==> src/rtl/box_downsample_2x2_defines.svh <==
// Assertion helpers shared by the downsampler RTL.
`ifndef BOX_DOWNSAMPLE_2X2_DEFINES_SVH
`define BOX_DOWNSAMPLE_2X2_DEFINES_SVH

// Same-cycle implication, checked on clk_i outside reset.
`define BD2_ASSERT_IMPL(lbl, ante, cons) \
  lbl: assert property (@(posedge clk_i) disable iff (!rst_ni) (ante) |-> (cons)) \
    else $error("bd2 check failed");

// Next-cycle implication, checked on clk_i outside reset.
`define BD2_ASSERT_NEXT(lbl, ante, cons) \
  lbl: assert property (@(posedge clk_i) disable iff (!rst_ni) (ante) |=> (cons)) \
    else $error("bd2 check failed");

`endif

==> src/rtl/bd2_pkg.sv <==
package bd2_pkg;

  localparam int ColW       = 12;
  localparam int RowW       = 16;
  localparam int NchW       = 3;
  localparam int ChanW      = 8;
  localparam int PairW      = ChanW + 1;
  localparam int NumChan    = 4;
  localparam int CfgIdxW    = 2;
  localparam int CfgDataW   = 16;

  localparam int MaxWidthDef = 2048;
  localparam int MaxChanDef  = 4;

  localparam logic [ColW-1:0] WidthRst  = ColW'(2048);
  localparam logic [RowW-1:0] HeightRst = RowW'(2048);
  localparam logic [NchW-1:0] NchRst    = NchW'(4);

  localparam logic [CfgIdxW-1:0] CFG_WIDTH    = CfgIdxW'(0);
  localparam logic [CfgIdxW-1:0] CFG_HEIGHT   = CfgIdxW'(1);
  localparam logic [CfgIdxW-1:0] CFG_CHANNELS = CfgIdxW'(2);

  typedef struct packed {
    logic hold;
    logic wr;
    logic rd;
  } lane_ctl_t;

endpackage

==> src/rtl/bd2_merge.sv <==
module bd2_merge #(
  parameter int MaxChan = bd2_pkg::MaxChanDef
) (
  input  logic                                    clk_i,
  input  logic                                    rst_ni,
  input  logic                                    s1_valid_i,
  input  logic                                    s1_last_i,
  input  logic [bd2_pkg::NchW-1:0]                nch_i,
  input  logic [MaxChan-1:0][bd2_pkg::ChanW-1:0]  avg_i,
  input  logic                                    out_stall_i,
  output logic                                    out_ready_o,
  output logic                                    out_valid_o,
  output logic [bd2_pkg::NumChan-1:0][bd2_pkg::ChanW-1:0] chan_o,
  output logic                                    frame_last_o
);

  logic                                           valid_q;
  logic [bd2_pkg::NumChan-1:0][bd2_pkg::ChanW-1:0] chan_q, chan_d;
  logic                                           last_q;

  assign out_ready_o = !valid_q || !out_stall_i;

  for (genvar c = 0; c < bd2_pkg::NumChan; c++) begin : g_chan
    if (c < MaxChan) begin : g_used
      assign chan_d[c] = (int'(nch_i) > c) ? avg_i[c] : '0;
    end else begin : g_zero
      assign chan_d[c] = '0;
    end
  end

  always_ff @(posedge clk_i or negedge rst_ni) begin
    if (!rst_ni) begin
      valid_q <= 1'b0;
    end else if (out_ready_o) begin
      valid_q <= s1_valid_i;
    end
  end

  always_ff @(posedge clk_i) begin
    if (out_ready_o && s1_valid_i) begin
      chan_q <= chan_d;
      last_q <= s1_last_i;
    end
  end

  assign out_valid_o  = valid_q;
  assign chan_o       = chan_q;
  assign frame_last_o = last_q;

endmodule

==> config.mk <==
export PLATFORM = sky130hd
export DESIGN_NAME = bd2_merge
export DESIGN_NICKNAME = d
export VERILOG_FILES = /design/src/rtl/box_downsample_2x2_defines.svh /design/src/rtl/bd2_pkg.sv /design/src/rtl/bd2_merge.sv
export SDC_FILE = /design/constraint.sdc
export NUM_CORES = 1
export LEC_CHECK = 0
export BUFFER_PORTS_ARGS = -buffer_cell sky130_fd_sc_hd__buf_2
export CELL_PAD_IN_SITES_DETAIL_PLACEMENT = 0
export CELL_PAD_IN_SITES_GLOBAL_PLACEMENT = 1
export CORE_ASPECT_RATIO = 1.2
export CORE_MARGIN = 3
export CORE_UTILIZATION = 36
export DETAILED_ROUTE_END_ITERATION = 8
export GPL_TIMING_DRIVEN = 0
export PLACE_DENSITY = 0.79
export SKIP_LAST_GASP = 1
export SLEW_MARGIN = 10
export SYNTH_ARGS = -nofsm -noshare
export SYNTH_HDL_FRONTEND = slang
export SYNTH_SLANG_ARGS = --single-unit
==> constraint.sdc <==
create_clock -name clk_i -period 5.7 [get_ports clk_i]
set_clock_uncertainty 0.15 [all_clocks]
set_input_delay 1.71 -clock clk_i [delete_from_list [all_inputs] [get_ports clk_i]]
set_output_delay 1.71 -clock clk_i [all_outputs]
set_load 0.05 [all_outputs]
Yosys cells after proc, flatten, opt, wreduce, memory -nomap -nowiden:

Cells that the tools add are included.

* register bits: 34
* logic and storage cells: 14
* output and inout port bits: 35

* order comparisons: 4
* reductions and logical operators: 4

Operator list (number)
* greater-than comparator 3 x 1 -> 1 bit (second input constant): 2
* greater-than comparator 3 x 2 -> 1 bit (second input constant): 2
* logical NOT 1 bit: 2
* logical AND 1 bit: 1
* logical OR 1 bit: 1

Depth between registers and ports, before layout:

* depth after elaboration: 3
* mapped depth: 3
* depth with buffers taken out: 2

Worst setup path after synthesis:

OpenSTA, ideal clock, no wires.

* path type: input-to-output
* start: input port out_stall_i
* end: output port out_ready_o
* slack: 1778 ps
* cell stages on the path: 1
* arrival time: 2062 ps
* required time: 3840 ps
* cells stage by stage: nand2_1

* cells in the longest elaborated chain, start to end: 2

Ends and longest elaborated chain
* start, declared: line bd2_merge.sv:10 `input logic out_stall_i,`
* logical NOT 1 bit: line bd2_merge.sv:21 `assign out_ready_o = !valid_q || !out_stall_i;`
* logical OR 1 bit: line bd2_merge.sv:21
* end, declared: line bd2_merge.sv:11 `output logic out_ready_o,`

Every way passes these cells.

Final worst setup path:

Same ends and word-level chain as after synthesis.

==> results.md <==
* Status: completed
* Setup violators final at 0
* Antenna-violating nets left at 0
* Final hold viol count at 0
* Synth Net Count at between 100 and 150
* TritonCTS Buffers at 5
* Fin area at approximately 1800 sq um
* GRT Util Overall at 0.120
* Simple-gate area share of the yosys netlist at 0.208
* Vias/cell at ~4.4
* Final std cells w/o fill at around 190
* Fill cells at roughly 300
* DIE HEIGHT at just over 70 microns
* H-tree depth at 2
* Seq/Total Area, Yosys at 0.771
* Worst Hold Class: flop to flop
* Inst Count DP at between 150 and 200
* Crit. End Element: output port
* Worst Setup Start Kind: input port
* Initial antenna violation count at 0
* Area contributors post-synth: edfxtp_1 75%, nor2b_1 7.6%, nor2b_2 5.3%
* Fin crit period at 4020 ps
* Syn Inst Count at 73
* Syn. warnings at 0
* P_int at around 0.4 mW
* Hold_buf cts at 0
* Share of layout cells above drive strength 1 at 0.652
* Avg WL per Cell at roughly 13 microns
* Post-synthesis mux area share at 0
* Via count at 854
* Commonest non-fill, non-tap cells in the layout: 74 x buf_2, 33 x edfxtp_1, 16 x nor2b_1
* Die W at between 60 and 70 microns
* # clock sinks at 34
* Synth Area in XOR/XNOR at 0
* Rel. slew slack at 0.504
* Root Driver: clkbuf_8
* Critical Path AT at around 2200 ps
* Critical Path RT at 3840 ps
* Worst Setup Path Type: input port to output port
* Slew Limit Fails at 0
* IO buf count at 74
* Yosys reg bits at 34
* Synth Area in Adders at 0
* Power share of the clock group at 0.286
* Drt first-iter violations at 13
* CTS clock-pin slew for the worst setup and hold paths at 60 ps
* Pre-CTS WS at ~1700 ps
* Max clock buf depth at 2
* Multi-input gate area at 292 sq um
* Met2 Use GR at 0.216
* TNS Setup at 0 ps
* Largest area contributor in the netlist: edfxtp_1
* Cell Pwr Density at roughly 300 nW/um^2
* Area Overhead vs Synth at 37.9%
* Cell Rows at 23
* Total gr overflow at 0
* IO Pins at 75
* Achievable Freq at between 200 and 250 MHz
* Initial core utilization at 0.385
* CP Max Fanout at 3
* CTS tree: built
* Vias in the first global route at between 800 and 900
* Area fraction of the dominant cell type after synthesis at 0.752
* Placed inst area at 1740 sq um
* Met3 GRT Util at 0.0569
* N_diodes at 0
* Worst Slack Setup Final at roughly 1700 ps
* Worst Tran Pin Value at 744 ps
* Synth Cell Area at around 1300 sq um
* Pre-antenna DRT Iters at 2
* Setup bufs post-CTS at 0
* Clk_lat worst skew at 270 ps
* RSZ-0062 raised after global routing: false
* Crit share post-route at 0.705
* Lkg Pwr at slightly below 0.8 nW
* DRC at 0
* RD Place Congestion at around 0.70
* Met1 track demand over resource at 0.107
* Switch Pwr at ~0.16 mW
* Most common cell after layout, fill and taps aside: buf_2
* Post-CTS Resized at 0
* Layer with the highest usage: met2
* Seq pwr share at 0.528
* Part of the power in combinational logic at 0.187
* Die footprint at ~4400 sq um
* Synth cell types at 12
* First-pass GRT wire length at around 3700 microns
* Synth Area in Compound Gates at 0.0123
* Sw frac at 0.277
* Largest net degree at the start of global routing at 34
* Register Area at 1020 sq um
* Mapped Avg Cell Area at between 15 and 20 sq um
* Max-Cap Viols at 0
* VDD IR-drop max at about 0.00014 V
* Core Box Area at around 3400 sq um
* WL final at between 2000 and 3000 microns
* Final Net Count at between 150 and 200
* Largest family of logic cells by synthesized area: simple AND/OR/NAND/NOR gates
==> flip-flops by register name, indices dropped and copies added (netlist names) <==
signal        cells
chan_o           32
out_valid_o       1
frame_last_o      1
==> cell usage after synthesis <==
cell type	instances
and2_2	8
dfrtp_1	1
nor2_4	1
buf_6	1
nor3_4	1
nor2b_2	8
nand2_1	1
a21oi_4	1
and2_1	1
nor2b_1	16
edfxtp_1	33
nand2b_1	1
==> final timing paths <==
kind	slack [ps]	endpoint	cells after the start	from
max reg2reg	4050	chan_o[6]	2	out_valid_o
min in group asynchronous	1050	out_valid_o	1	rst_ni
max	1680	out_ready_o	3	out_stall_i
max in group asynchronous	4270	out_valid_o	1	rst_ni
min	380	out_valid_o	2	out_valid_o
min reg2reg	380	out_valid_o	2	out_valid_o
==> per-stage QoR <==
step,power [mW],utilization,hold WS [ps]
5_1_grt,0.586,0.531,426
2_1_floorplan,0.376,-,994
3_5_place_dp,0.408,0.507,367
6_report,0.561,0.531,376
3_3_place_gp,0.406,0.506,359
4_1_cts,0.570,0.531,386
==> metal layers <==
layer,up-vias,part of all wire
met2,49,0.51
li1,416,-
met4,0,0.020
met5,-,0
met3,6,0.11
met1,383,0.36
==> critical path, stage by stage <==
cell     delay [ps]
buf_2           100
nand2_1          80
buf_2           270
==> power groups by stage <==
stage / combinational [mW] / clock (mW) / sequential [mW]
global route: 0.111 / 0.178 / 0.297
CTS: 0.106 / 0.167 / 0.296
global placement: 0.104 / 0 / 0.301
floorplan: 0.0216 / 0 / 0.354
finish: 0.105 / 0.160 / 0.296
detailed placement: 0.106 / 0 / 0.302
==> cell families after synthesis <==
kind of cell,count (synthesis)
AOI/OAI and AO/OA,1
and+or+nand+nor,37
DFF,34
buffers and inverters,1
==> cell type report <==
type | count | share of cell area
clock inverters | 2 | 0.00482
flip-flops and latches | 34 | 0.559
multi-input cells | 38 | 0.160
well taps | 37 | 0.0255
repair buffers | 74 | 0.204
plain buffers | 1 | 0.00620
clock buffers | 6 | 0.0399
Note: power is estimated with default switching activity, not from simulation.
