$ cat config.mk
export PLATFORM = sky130hd
export DESIGN_NAME = bd2_ctrl
export DESIGN_NICKNAME = d
export VERILOG_FILES = /design/src/rtl/box_downsample_2x2_defines.svh /design/src/rtl/bd2_pkg.sv /design/src/rtl/bd2_ctrl.sv
export SDC_FILE = /design/constraint.sdc
export NUM_CORES = 1
export LEC_CHECK = 0
export BUFFER_PORTS_ARGS = -buffer_cell sky130_fd_sc_hd__clkbuf_2
export CAP_MARGIN = 20
export CORE_MARGIN = 2
export CORE_UTILIZATION = 30
export CTS_CLUSTER_DIAMETER = 40
export DETAILED_ROUTE_END_ITERATION = 8
export GPL_TIMING_DRIVEN = 1
export PLACE_DENSITY = 0.47
export SETUP_SLACK_MARGIN = 0.15
export SLEW_MARGIN = 20
export SYNTH_ARGS = -nofsm -noshare
export SYNTH_HDL_FRONTEND = slang
export SYNTH_SLANG_ARGS = --single-unit
$ cat constraint.sdc
create_clock -name clk_i -period 8.59 [get_ports clk_i]
set_input_delay 0.859 -clock clk_i [delete_from_list [all_inputs] [get_ports clk_i]]
set_output_delay 0.859 -clock clk_i [all_outputs]
set_load 0.01 [all_outputs]
$ cat src/rtl/box_downsample_2x2_defines.svh
// Assertion helpers shared by the downsampler RTL.
`ifndef BOX_DOWNSAMPLE_2X2_DEFINES_SVH
`define BOX_DOWNSAMPLE_2X2_DEFINES_SVH

// Same-cycle implication, checked on clk_i outside reset.
`define BD2_ASSERT_IMPL(lbl, ante, cons) \
  lbl: assert property (@(posedge clk_i) disable iff (!rst_ni) (ante) |-> (cons)) \
    else $error("bd2 check failed");

// Next-cycle implication, checked on clk_i outside reset.
`define BD2_ASSERT_NEXT(lbl, ante, cons) \
  lbl: assert property (@(posedge clk_i) disable iff (!rst_ni) (ante) |=> (cons)) \
    else $error("bd2 check failed");

`endif

$ cat src/rtl/bd2_pkg.sv
package bd2_pkg;

  localparam int ColW       = 12;
  localparam int RowW       = 16;
  localparam int NchW       = 3;
  localparam int ChanW      = 8;
  localparam int PairW      = ChanW + 1;
  localparam int NumChan    = 4;
  localparam int CfgIdxW    = 2;
  localparam int CfgDataW   = 16;

  localparam int MaxWidthDef = 2048;
  localparam int MaxChanDef  = 4;

  localparam logic [ColW-1:0] WidthRst  = ColW'(2048);
  localparam logic [RowW-1:0] HeightRst = RowW'(2048);
  localparam logic [NchW-1:0] NchRst    = NchW'(4);

  localparam logic [CfgIdxW-1:0] CFG_WIDTH    = CfgIdxW'(0);
  localparam logic [CfgIdxW-1:0] CFG_HEIGHT   = CfgIdxW'(1);
  localparam logic [CfgIdxW-1:0] CFG_CHANNELS = CfgIdxW'(2);

  typedef struct packed {
    logic hold;
    logic wr;
    logic rd;
  } lane_ctl_t;

endpackage

$ cat src/rtl/bd2_ctrl.sv
module bd2_ctrl #(
  parameter int MaxWidth   = bd2_pkg::MaxWidthDef,
  parameter int MaxChan    = bd2_pkg::MaxChanDef,
  parameter int StoreDepth = MaxWidth / 2,
  parameter int IdxW       = (StoreDepth > 1) ? $clog2(StoreDepth) : 1
) (
  input  logic                          clk_i,
  input  logic                          rst_ni,
  input  logic                          cfg_valid_i,
  input  logic [bd2_pkg::CfgIdxW-1:0]   cfg_index_i,
  input  logic [bd2_pkg::CfgDataW-1:0]  cfg_data_i,
  input  logic                          in_valid_i,
  output logic                          in_stall_o,
  input  logic                          out_ready_i,
  output bd2_pkg::lane_ctl_t            lane_ctl_o,
  output logic [IdxW-1:0]               idx_o,
  output logic                          s1_valid_o,
  output logic                          s1_last_o,
  output logic [bd2_pkg::NchW-1:0]      nch_o
);

  localparam int ColW = bd2_pkg::ColW;
  localparam int RowW = bd2_pkg::RowW;

  logic [ColW-1:0]          width_q;
  logic [RowW-1:0]          height_q;
  logic [bd2_pkg::NchW-1:0] nch_q;
  logic [ColW-1:0]          col_q, col_d;
  logic [RowW-1:0]          row_q, row_d;
  logic                     s1_valid_q, s1_valid_d;
  logic                     s1_last_q, s1_last_d;
  logic [ColW-1:0]          w_eff;
  logic [RowW-1:0]          h_eff;
  logic [ColW-2:0]          half_col;
  logic                     acc;
  logic                     odd_col;
  logic                     odd_row;
  logic                     last_pix;

  always_ff @(posedge clk_i or negedge rst_ni) begin
    if (!rst_ni) begin
      width_q  <= bd2_pkg::WidthRst;
      height_q <= bd2_pkg::HeightRst;
      nch_q    <= bd2_pkg::NchRst;
    end else if (cfg_valid_i) begin
      unique case (cfg_index_i)
        bd2_pkg::CFG_WIDTH:    width_q  <= cfg_data_i[ColW-1:0];
        bd2_pkg::CFG_HEIGHT:   height_q <= cfg_data_i[RowW-1:0];
        bd2_pkg::CFG_CHANNELS: nch_q    <= cfg_data_i[bd2_pkg::NchW-1:0];
        default: ;
      endcase
    end
  end

  always_comb begin
    if (width_q == '0) begin
      w_eff = ColW'(1);
    end else if (int'(width_q) > MaxWidth) begin
      w_eff = ColW'(MaxWidth);
    end else begin
      w_eff = width_q;
    end
    h_eff = (height_q == '0) ? RowW'(1) : height_q;
    if (nch_q == '0) begin
      nch_o = bd2_pkg::NchW'(1);
    end else if (int'(nch_q) > MaxChan) begin
      nch_o = bd2_pkg::NchW'(MaxChan);
    end else begin
      nch_o = nch_q;
    end
  end

  assign in_stall_o = s1_valid_q && !out_ready_i;
  assign acc        = in_valid_i && !in_stall_o;
  assign odd_col    = col_q[0];
  assign odd_row    = row_q[0];
  assign half_col   = col_q[ColW-1:1];

  always_comb begin
    if (int'(half_col) >= StoreDepth) begin
      idx_o = IdxW'(int'(half_col) - StoreDepth);
    end else begin
      idx_o = IdxW'(half_col);
    end
  end

  assign lane_ctl_o.hold = acc && !odd_col;
  assign lane_ctl_o.wr   = acc && odd_col && !odd_row;
  assign lane_ctl_o.rd   = acc && odd_col && odd_row;

  assign last_pix = ((ColW'(half_col) + ColW'(1)) == ColW'(w_eff[ColW-1:1]))
                 && ((RowW'(row_q[RowW-1:1]) + RowW'(1)) == RowW'(h_eff[RowW-1:1]));

  always_comb begin
    col_d      = col_q;
    row_d      = row_q;
    s1_valid_d = s1_valid_q;
    s1_last_d  = s1_last_q;
    if (out_ready_i) begin
      s1_valid_d = 1'b0;
    end
    if (acc) begin
      s1_valid_d = odd_col && odd_row;
      s1_last_d  = last_pix;
      if (col_q >= w_eff - ColW'(1)) begin
        col_d = '0;
        row_d = (row_q >= h_eff - RowW'(1)) ? '0 : row_q + RowW'(1);
      end else begin
        col_d = col_q + ColW'(1);
      end
    end
  end

  always_ff @(posedge clk_i or negedge rst_ni) begin
    if (!rst_ni) begin
      col_q      <= '0;
      row_q      <= '0;
      s1_valid_q <= 1'b0;
      s1_last_q  <= 1'b0;
    end else begin
      col_q      <= col_d;
      row_q      <= row_d;
      s1_valid_q <= s1_valid_d;
      s1_last_q  <= s1_last_d;
    end
  end

  assign s1_valid_o = s1_valid_q;
  assign s1_last_o  = s1_last_q;

endmodule

# After elaboration in Yosys (flattened, before gate mapping)
# Cells that the tools add are included.
[op_classes]
add_sub_neg = 7
order_cmp = 5
n_eq_ne = 4
muxes = 10
n_reduce_logical = 21
[op_table]
columns = ["cell", "n"]
rows = [
  ["2-to-1 mux 12 bit", 3],
  ["2-to-1 mux 16 bit", 2],
  ["adder 15 x 1 -> 16 bit, second input constant", 1],
  ["adder 16 x 1 -> 16 bit, second input constant", 1],
  ["equality test 16 x 15 -> 1 bit", 1],
  [">= comparator 16 bit", 1],
  ["zero test 16 bit", 1],
  ["subtractor 16 x 1 -> 16 bit, second input constant", 1],
  ["adder 11 x 1 -> 12 bit, second input constant", 1],
  ["adder 12 x 1 -> 12 bit, second input constant", 1],
  ["equality test 12 x 11 -> 1 bit", 1],
  [">= comparator 12 bit", 1],
  ["> comparator 12 bit, second input constant", 1],
  ["zero test 12 bit", 1],
  ["subtractor 12 x 1 -> 12 bit, second input constant", 1],
  [">= comparator 11 bit, second input constant", 1],
  ["2-to-1 mux 10 bit", 1],
  ["subtractor 10 x 1 -> 10 bit, second input constant", 1],
  ["logical AND 1 bit", 8],
  ["AND reduction 2 bit", 4],
  ["2-to-1 mux 3 bit", 2],
  ["zero test 1 bit", 4],
  ["> comparator 3 bit, second input constant", 1],
  ["zero test 3 bit", 1],
  ["other kinds (5)", 6],
]
[word_totals]
register_bits = 61
output_inout_bits = 19

# Logic depth before layout (Yosys ltp)
# Gate-level depths: netlist of run 1.
[depth]
word_depth = 6
ltp_mapped = 20
ltp_nobuf = 18

# Worst setup path after synthesis of run 1
# OpenSTA, ideal clock, no wires.
[synth_timing]
path_type = "register -> register"
startpoint = "register height_q[4]"
endpoint = "register row_q[12]"
arrival_time_ns = 4.505
path_slack_ns = 3.990
stages_incl_launch_ff = 21
period_less_slack_ns = 4.600
path_cell_list = "dfrtp_1 > buf_6 > or4_4 > or3_4 > nor3_2 > or3b_4 > nor2_1 > a31oi_1 > ha_1 > nand2_1 > nor2_1 > xnor2_1 > ha_1 > a21o_1 > a21o_1 > a21oi_1 > o211ai_1 > a221o_1 > clkbuf_1 > or2_2 > o31ai_1"
[synth_between]
elab_chain_len = 5
[synth_rtl]
columns = ["item", "line_no", "source"]
rows = [
  ["start, declared", "bd2_ctrl.sv:26", "logic [RowW-1:0] height_q;"],
  ["start signal, assigned", "bd2_ctrl.sv:43", "height_q <= bd2_pkg::HeightRst;"],
  ["start signal, assigned", "bd2_ctrl.sv:48", "bd2_pkg::CFG_HEIGHT: height_q <= cfg_data_i[RowW-1:0];"],
  ["zero test 16 bit", "bd2_ctrl.sv:63", "h_eff = (height_q == '0) ? RowW'(1) : height_q;"],
  ["2-to-1 mux 16 bit *", "bd2_ctrl.sv:63", ""],
  ["subtractor 16 x 1 -> 16 bit *", "bd2_ctrl.sv:107", "row_d = (row_q >= h_eff - RowW'(1)) ? '0 : row_q + RowW'(1);"],
  [">= comparator 16 bit *", "bd2_ctrl.sv:107", ""],
  ["2-to-1 mux 16 bit *", "bd2_ctrl.sv:107", ""],
  ["end signal, assigned", "bd2_ctrl.sv:122", "row_q <= row_d;"],
  ["end, declared", "bd2_ctrl.sv:29", "logic [RowW-1:0] row_q, row_d;"],
]
# Mark *: on every way between the ends. The rest lies on a longest branch, timed or not.
# A chain may end at the register's enable or synchronous reset.

# Worst setup path after layout of run 1
[layout_timing]
startpoint = "register height_q[4]"
endpoint = "register row_q[11]"
# The elaborated chain is that of the path after synthesis.

==> results of run 1 <==
## flip-flops by register name, indices dropped and copies added (netlist names)
| signal | count |
|---|---|
| height_q | 16 |
| row_q | 16 |
| col_q | 12 |
| width_q | 12 |
| nch_q | 3 |
| s1_last_o | 1 |
| s1_valid_o | 1 |
## critical path, cell delays in order, from the launching register on
cell and delay (ns):
dfrtp_1 0.46, or4_4 0.58, or3_4 0.37, nor3_2 0.12, or3b_4 0.43, nor2_1 0.14, a31oi_1 0.13, ha_1 0.27
nand2_1 0.19, nor2_1 0.09, xnor2_1 0.13, ha_1 0.18, a21o_1 0.15, a21o_1 0.17, a21oi_1 0.20, o211ai_1 0.11
a221o_1 0.62, nor2_1 0.49, a41o_1 0.24
## power groups by stage
stage,clock (mW),combinational (mW),sequential (mW)
after floorplan,0,0.408,0.415
after global placement,0,0.466,0.478
after detailed placement,0,0.478,0.479
after CTS,0.408,0.480,0.474
after global routing,0.423,0.542,0.490
final,0.400,0.474,0.474
## cell usage after synthesis (all sizes together) (3+ instances only)
master / count
o21a: 3
or2: 3
clkbuf: 24
mux2i: 3
a221o: 4
nand3: 14
mux2: 32
o31ai: 5
o211ai: 3
nand4: 12
a21oi: 13
dfrtp: 58
nand2: 50
inv: 12
xor2: 17
and4: 5
ha: 34
o21ai: 24
nand2b: 8
dfstp: 3
nor4: 10
nor2: 54
o41ai: 3
nor3b: 4
a22o: 3
xnor2: 38
buf: 11
a211oi: 4
a21o: 20
nor3: 20
or3: 9
a2bb2oi: 3
nor2b: 10
## stage by stage
step                      setup WS [ns]  util (%)
final                             3.481     34.64
after global routing              3.068     34.64
after CTS                         3.478     34.64
after detailed placement          3.486     32.58
after global placement            3.589     32.58
after floorplan                   3.990         -
## cells by family after synthesis
group,Yosys count,synth area share (%)
multiplexers,35,8.098
AO/OA/AOI/OAI,103,15.11
other,1,0.07779
buffers and inverters,47,4.619
adder cells (fa/ha/maj),34,8.824
AND/OR/NAND/NOR,207,21.54
flip-flops,61,31.74
XOR/XNOR,55,9.992
## layer usage
layer  vias up  GRT usage, %  wire length [microns]
met5         -             0                      0
met4         0         6.320                    298
met3        21         2.687                    604
met2       105         23.01                   5331
met1      1904         22.90                   6406
li1       2000             -                      -
## worst paths after layout
path	startpoint	cells after the start	to
min in group asynchronous	rst_ni	2	height_q[10]$_DFFE_PN0P_
min	s1_last_o$_DFFE_PN0P_	2	s1_last_o$_DFFE_PN0P_
max reg2reg	height_q[4]$_DFFE_PN0P_	18	row_q[11]$_DFFE_PN0P_
min reg2reg	s1_last_o$_DFFE_PN0P_	2	s1_last_o$_DFFE_PN0P_
max	height_q[4]$_DFFE_PN0P_	18	row_q[11]$_DFFE_PN0P_
max in group asynchronous	rst_ni	2	col_q[4]$_DFFE_PN0P_
## final cells by class
type | count | area, sq um
fill | 1684 | 10310
clock inverter | 7 | 98.84
sequential | 61 | 1530
inverter | 12 | 45.04
clock buffer | 9 | 225.2
multi-input combinational | 435 | 3073
tap | 216 | 270.3
timing repair buffer | 43 | 220.2
==> impl_metrics.csv, run 1 <==
group,metric,value,unit
outcome,status,"complete, no violations",
pwr,p_leak,2.368,nW
floorplan,die_h,130.8,microns
cells_and_area,final_cells,783,
global_routing,antenna_found_initial,0,
timing,setup_viol,0,
pwr,p_comb_share,35.2,%
floorplan,coreArea,15770,sq um
clocking,numCtsBuffers,9,
pwr,totalPowerFinal,1.348,mW
global_routing,grt_max_degree,62,
setup_path,required,8.87,ns
global_routing,grt_overflow,0,
setup_path,worstSetupPathType,"reg2reg",
setup_path,crit_fanout,20,
floorplan,rows,46,
clocking,clock_sinks,61,
synthesis,synth_cell_types,60,
floorplan,die_area,17100,sq um
timing,max_slew_margin,36.40,%
synthesis,synthArstFlopShare,100.0,%
synthesis,yosys_warnings,0,
route,drt_iter0_drc,227,
cells_and_area,final_cell_mix,"58 x dfrtp_1, 54 x nor2_1, 50 x nand2_1",
synthesis,synth_area_leaders,"dfrtp_1 30%, ha_1 8.8%, mux2_2 7.5%, xnor2_1 6.9%, nor2_1 4.2%",
route,dr.pass1.iters,4,
timing,slew_viol_final,0,
route,final_antenna_net_count,0,
setup_path,endpoint_kind,"flip-flop",
pwr,seq_power_share,35.1,%
timing,rsz0062_at_grt,"false",
placed_design,port_buffers,41,
clocking,htree_levels,3,
placed_design,gp_congestion,0.8515,
hold_path,hp-class,"reg2reg",
global_routing,grt_pass1_vias,3797,
clocking,cts_tree,"built",
clocking,cts-resized-gates,0,
floorplan,die_x,130.8,microns
cells_and_area,layout-drive-gt1-share,18.34,%
clocking,cts_max_path_buffers,2,
synthesis,synth_top_area_share,30.11,%
route,vias,4030,
pwr,swShare,38.59,%
setup_path,worstPathArrival,5.39,ns
route,wirelength,12640,microns
synthesis,ys_ff_latch,61,
flow_run,maxCapViolCount,0,
placed_design,placed_cells,767,
timing,fin_tns_setup,0,ns
clocking,cts_root_buf,"clkbuf_16",
global_routing,grt_pass1_wl,20590,microns
route,viasPerCell,5.147,
synthesis,synth-seq-area-share,31.74,%
placed_design,dp_hpwl,9716,microns
placed_design,place_area,5139,sq um
cells_and_area,synthToLayoutAreaGrowth,13.31,%
floorplan,initial_utilization,30.57,%
timing,clock.fmax,195.7,MHz
synthesis,syn_inst,543,
timing,fin_hold_ws,0.4964,ns
timing,max_slew.worst_pin.slew,0.9498,ns
pwr,ir_drop,0.1117,mV
clocking,cts.hold.buffers_added,0,
clocking,insertion_delay,0.34,ns
clocking,post-cts-setup-buffer-count,0,
setup_path,crit_path_start_kind,"flip-flop",
cells_and_area,final_cell_area,5463,sq um
clocking,clk_pin_slew,0.06,ns
timing,fin_skew,0.007615,ns
pwr,power_density,246.7,nW/um^2
route,post_drt_wl_per_cell,16.14,microns
cells_and_area,final_common_cell,"dfrtp_1",
synthesis,synth-edff-count,0,
timing,fin_crit_sh,59.47,%
synthesis,syn-num-nets,600,
global_routing,track_usage,15.70,%
route,drc,0,
synthesis,synthFlopType,"dfrtp_1",
floorplan,io_pins,42,
cells_and_area,antenna_cells,0,
synthesis,avgSynthCellArea,8.878,sq um
synthesis,syn-cell-area,4821,sq um
timing,period_minus_slack,5.109,ns
cells_and_area,nNetsFinal,619,
setup_path,ff2ff_setup_slack,3.48,ns
pwr,clkPwrFrac,29.7,%
pwr,switchingPower,0.5201,mW
synthesis,synth_largest_area_cell,"dfrtp_1",
pwr,internal_power,0.8278,mW
timing,hold_viol_final,0,
(Power assumes the default switching activity.)
==> inputs of run 2 (changes only) <==
ABC_AREA = 1   (was unset)
clock period = 4.9 ns   (was 8.59 ns; I/O delays follow)
==> run 2 against run 1 <==
Net effect:
- combinational power rose by 120%
- worst setup slack worse by 2.4 ns
- count of clock-buffer cells in the layout up 3
- wire length increased by 8.5%
- non-clock buffer count decreased by 1
- clock power grew 62%
- first-iteration DRC count increased by 4.4%
- flip-flop and latch count did not move
- die area is 4.3% higher
- clock skew decreased by 0.0020 ns
- cell count increased by 23%
- total power rose by 85%
==> impl_metrics.csv, run 2 <==
group,metric,value,unit
clocking,cts.hold.buffers_added,0,
setup_path,critPathBufInv,2,
synthesis,synth_cell_types,42,
timing,max_slew.worst_pin.slew,0.9904,ns
timing,fin_tns_setup,0,ns
cells_and_area,layout.core_utilization,34.27,%
placed_design,port_buffers,41,
cells_and_area,fill_cells,1837,
clocking,post-cts-setup-buffer-count,0,
pwr,power_density,442.5,nW/um^2
timing,fin_crit_sh,77.79,%
floorplan,initial_utilization,30.56,%
timing,hold_viol_final,0,
timing,fin_hold_ws,0.3275,ns
cells_and_area,register_area,1530,sq um
global_routing,antenna_found_initial,0,
global_routing,track_usage,16.29,%
synthesis,synth_top_area_share,28.84,%
clocking,cts_root_buf,"clkbuf_16",
clocking,cts-resized-gates,0,
synthesis,yosys_warnings,0,
synthesis,synth-seq-area-share,30.41,%
cells_and_area,final_common_cell,"nand2_1",
synthesis,syn_inst,716,
floorplan,rows,47,
cells_and_area,layout-drive-gt1-share,11.69,%
synthesis,synthArstFlopShare,100.0,%
cells_and_area,synthToLayoutAreaGrowth,12.13,%
setup_path,path_cells,"nor2_1 > nand2_1 > nor2_1 > nand2_1 > nand2_2 > nand2_1 > ha_1 > inv_1 > nor3_2 > nand3_1 > xnor2_1 > ha_1 > nand2_1 > nor2_1 > a211oi_1 > nand4_1 > nand2_1 > inv_2 > nand3b_1 > o21ai_0",
route,wirelength,13710,microns
global_routing,grt_overflow,0,
route,vias,4457,
route,post_drt_wl_per_cell,14.23,microns
setup_path,path_common_cell,"nand2_1",
floorplan,die_x,133.5,microns
timing,clock.fmax,262.4,MHz
floorplan,coreArea,16470,sq um
timing,slew_viol_final,0,
timing,fin_skew,0.005620,ns
timing,setup_viol,0,
clocking,cts_max_path_buffers,2,
clocking,numCtsBuffers,9,
setup_path,crit_fanout,27,
route,dr.pass1.iters,5,
timing,period_minus_slack,3.812,ns
setup_path,required,5.10,ns
floorplan,io_pins,42,
global_routing,grt_pass1_vias,4376,
placed_design,place_area,5339,sq um
synthesis,synth-edff-count,0,
setup_path,cp.depth,20,
synthesis,avgSynthCellArea,7.028,sq um
clocking,insertion_delay,0.34,ns
outcome,status,"complete, no violations",
global_routing,grt_max_degree,62,
pwr,totalPowerFinal,2.497,mW
timing,max_slew_margin,33.79,%
flow_run,maxCapViolCount,0,
route,drt_iter0_drc,237,
cells_and_area,antenna_cells,0,
global_routing,grt_pass1_wl,22980,microns
cells_and_area,final_cell_area,5643,sq um
setup_path,slowest_delay,0.45,ns
route,viasPerCell,4.623,
setup_path,crit_path_start_kind,"flip-flop",
synthesis,synth_largest_area_cell,"dfrtp_1",
setup_path,worstSetupPathType,"reg2reg",
cells_and_area,nNetsFinal,796,
route,final_antenna_net_count,0,
cells_and_area,final_cell_mix,"177 x nand2_1, 83 x nor2_1, 80 x inv_1",
setup_path,worstPathArrival,4.01,ns
setup_path,path_delay_family,"simple AND/OR/NAND/NOR gates",
synthesis,synth.most_common_cell,"nand2_1",
timing,rsz0062_at_grt,"false",
synthesis,syn-cell-area,5032,sq um
clocking,htree_levels,3,
setup_path,cp_slowest_cell,"nand2_1",
pwr,ir_drop,0.2093,mV
placed_design,gp_congestion,0.8296,
setup_path,ff2ff_setup_slack,1.09,ns
setup_path,r2r_cells,20,
route,drc,0,
hold_path,hp-class,"in2async",
synthesis,ys_top_cells_by_count,"177 x nand2_1, 83 x nor2_1, 80 x inv_1",
floorplan,die_h,133.5,microns
synthesis,synthFlopType,"dfrtp_1",
cells_and_area,multiInputGateArea,2998,sq um
cells_and_area,top_regs,"height_q (16), row_q (16)",
synthesis,synth_area_leaders,"dfrtp_1 29%, nand2_1 13%, ha_1 8.5%, xor2_1 7.7%, nor2_1 6.2%",
floorplan,die_area,17830,sq um
pwr,p_leak,2.772,nW
setup_path,endpoint_kind,"flip-flop",
synthesis,syn-num-nets,773,
clocking,clock_sinks,61,
clocking,cts_tree,"built",
synthesis,ys_ff_latch,61,
placed_design,dp_hpwl,10840,microns
clocking,clk_pin_slew,0.05,ns
run 2: cell count changes in the layout (fill, tap and decap cells not counted), moves of 8 or more:
cell	delta
nand2_1	+127
inv_1	+68
nand3_1	+32
mux2_2	-31
nor2_1	+29
xor2_1	+27
o21ai_0	+26
xnor2_1	-24
a21o_1	-20
a21oi_1	+11
nor2b_1	-10
nor3_1	-10
nor4_1	-9
or3_1	-8
run 2: cells by family after synthesis:
| kind of cell | Yosys count | synth area share [%] |
|---|---|---|
| simple gates | 362 | 32.15 |
| other cells | 1 | 0.07452 |
| compound gates | 83 | 8.578 |
| mux | 1 | 0.2238 |
| buf+inv | 116 | 10.02 |
| xor+xnor | 58 | 10.09 |
| flops | 61 | 30.41 |
| fa+ha+maj | 34 | 8.454 |
run 2: routing by layer:
layer	GRT usage [%]	part of all wire, %	wire, microns	up-vias
li1	-	-	-	2324
met1	23.27	52	7075	2046
met2	25.49	44	6008	75
met3	2.397	3.0	418	12
met4	4.965	1.5	210	0
met5	0	0	0	-
run 2: worst reg2reg max path, stage by stage, from the launching register on:
cell and delay [ns]:
dfrtp_1 0.43, nor2_1 0.07, nand2_1 0.06, nor2_1 0.04, nand2_1 0.07, nand2_2 0.16, nand2_1 0.18, ha_1 0.20
inv_1 0.07, nor3_2 0.27, nand3_1 0.13, xnor2_1 0.15, ha_1 0.30, nand2_1 0.07, nor2_1 0.05, a211oi_1 0.22
nand4_1 0.19, nand2_1 0.45, inv_2 0.33, nand3b_1 0.17, o21ai_0 0.08
run 2: metrics by stage:
stage	std cells	setup WS, ns
4_1_cts	964	0.9974
2_1_floorplan	716	1.796
3_5_place_dp	948	1.023
6_report	964	1.088
3_3_place_gp	948	1.057
5_1_grt	964	0.4752
run 2: area by class of cell:
| class | instances | share of cell area [%] |
|---|---|---|
| Clock buffer | 12 | 4.545 |
| Clock inverter | 4 | 0.8426 |
| Inverter | 86 | 5.721 |
| Multi-Input combinational cell | 539 | 53.13 |
| Sequential cell | 61 | 27.12 |
| Tap cell | 220 | 4.878 |
| Timing Repair Buffer | 42 | 3.769 |
run 2: path summary, 6_finish.rpt:
check                                        from                       end
setup / recovery           width_q[4]$_DFFE_PN0P_      row_q[4]$_DFFE_PN0P_
max in group asynchronous                  rst_ni      col_q[8]$_DFFE_PN0P_
hold reg to reg             s1_last_o$_DFFE_PN0P_     s1_last_o$_DFFE_PN0P_
setup reg to reg           width_q[4]$_DFFE_PN0P_      row_q[4]$_DFFE_PN0P_
min in group clk_i                 cfg_data_i[14]  height_q[14]$_DFFE_PN0P_
hold / removal                             rst_ni  height_q[15]$_DFFE_PN0P_
run 2: where the power goes:
part / internal, mW / switching, mW / total, mW
sequential: 0.618 / 0.209 / 0.827
clock: 0.419 / 0.229 / 0.648
combinational: 0.394 / 0.628 / 1.02
total: 1.43 / 1.07 / 2.50
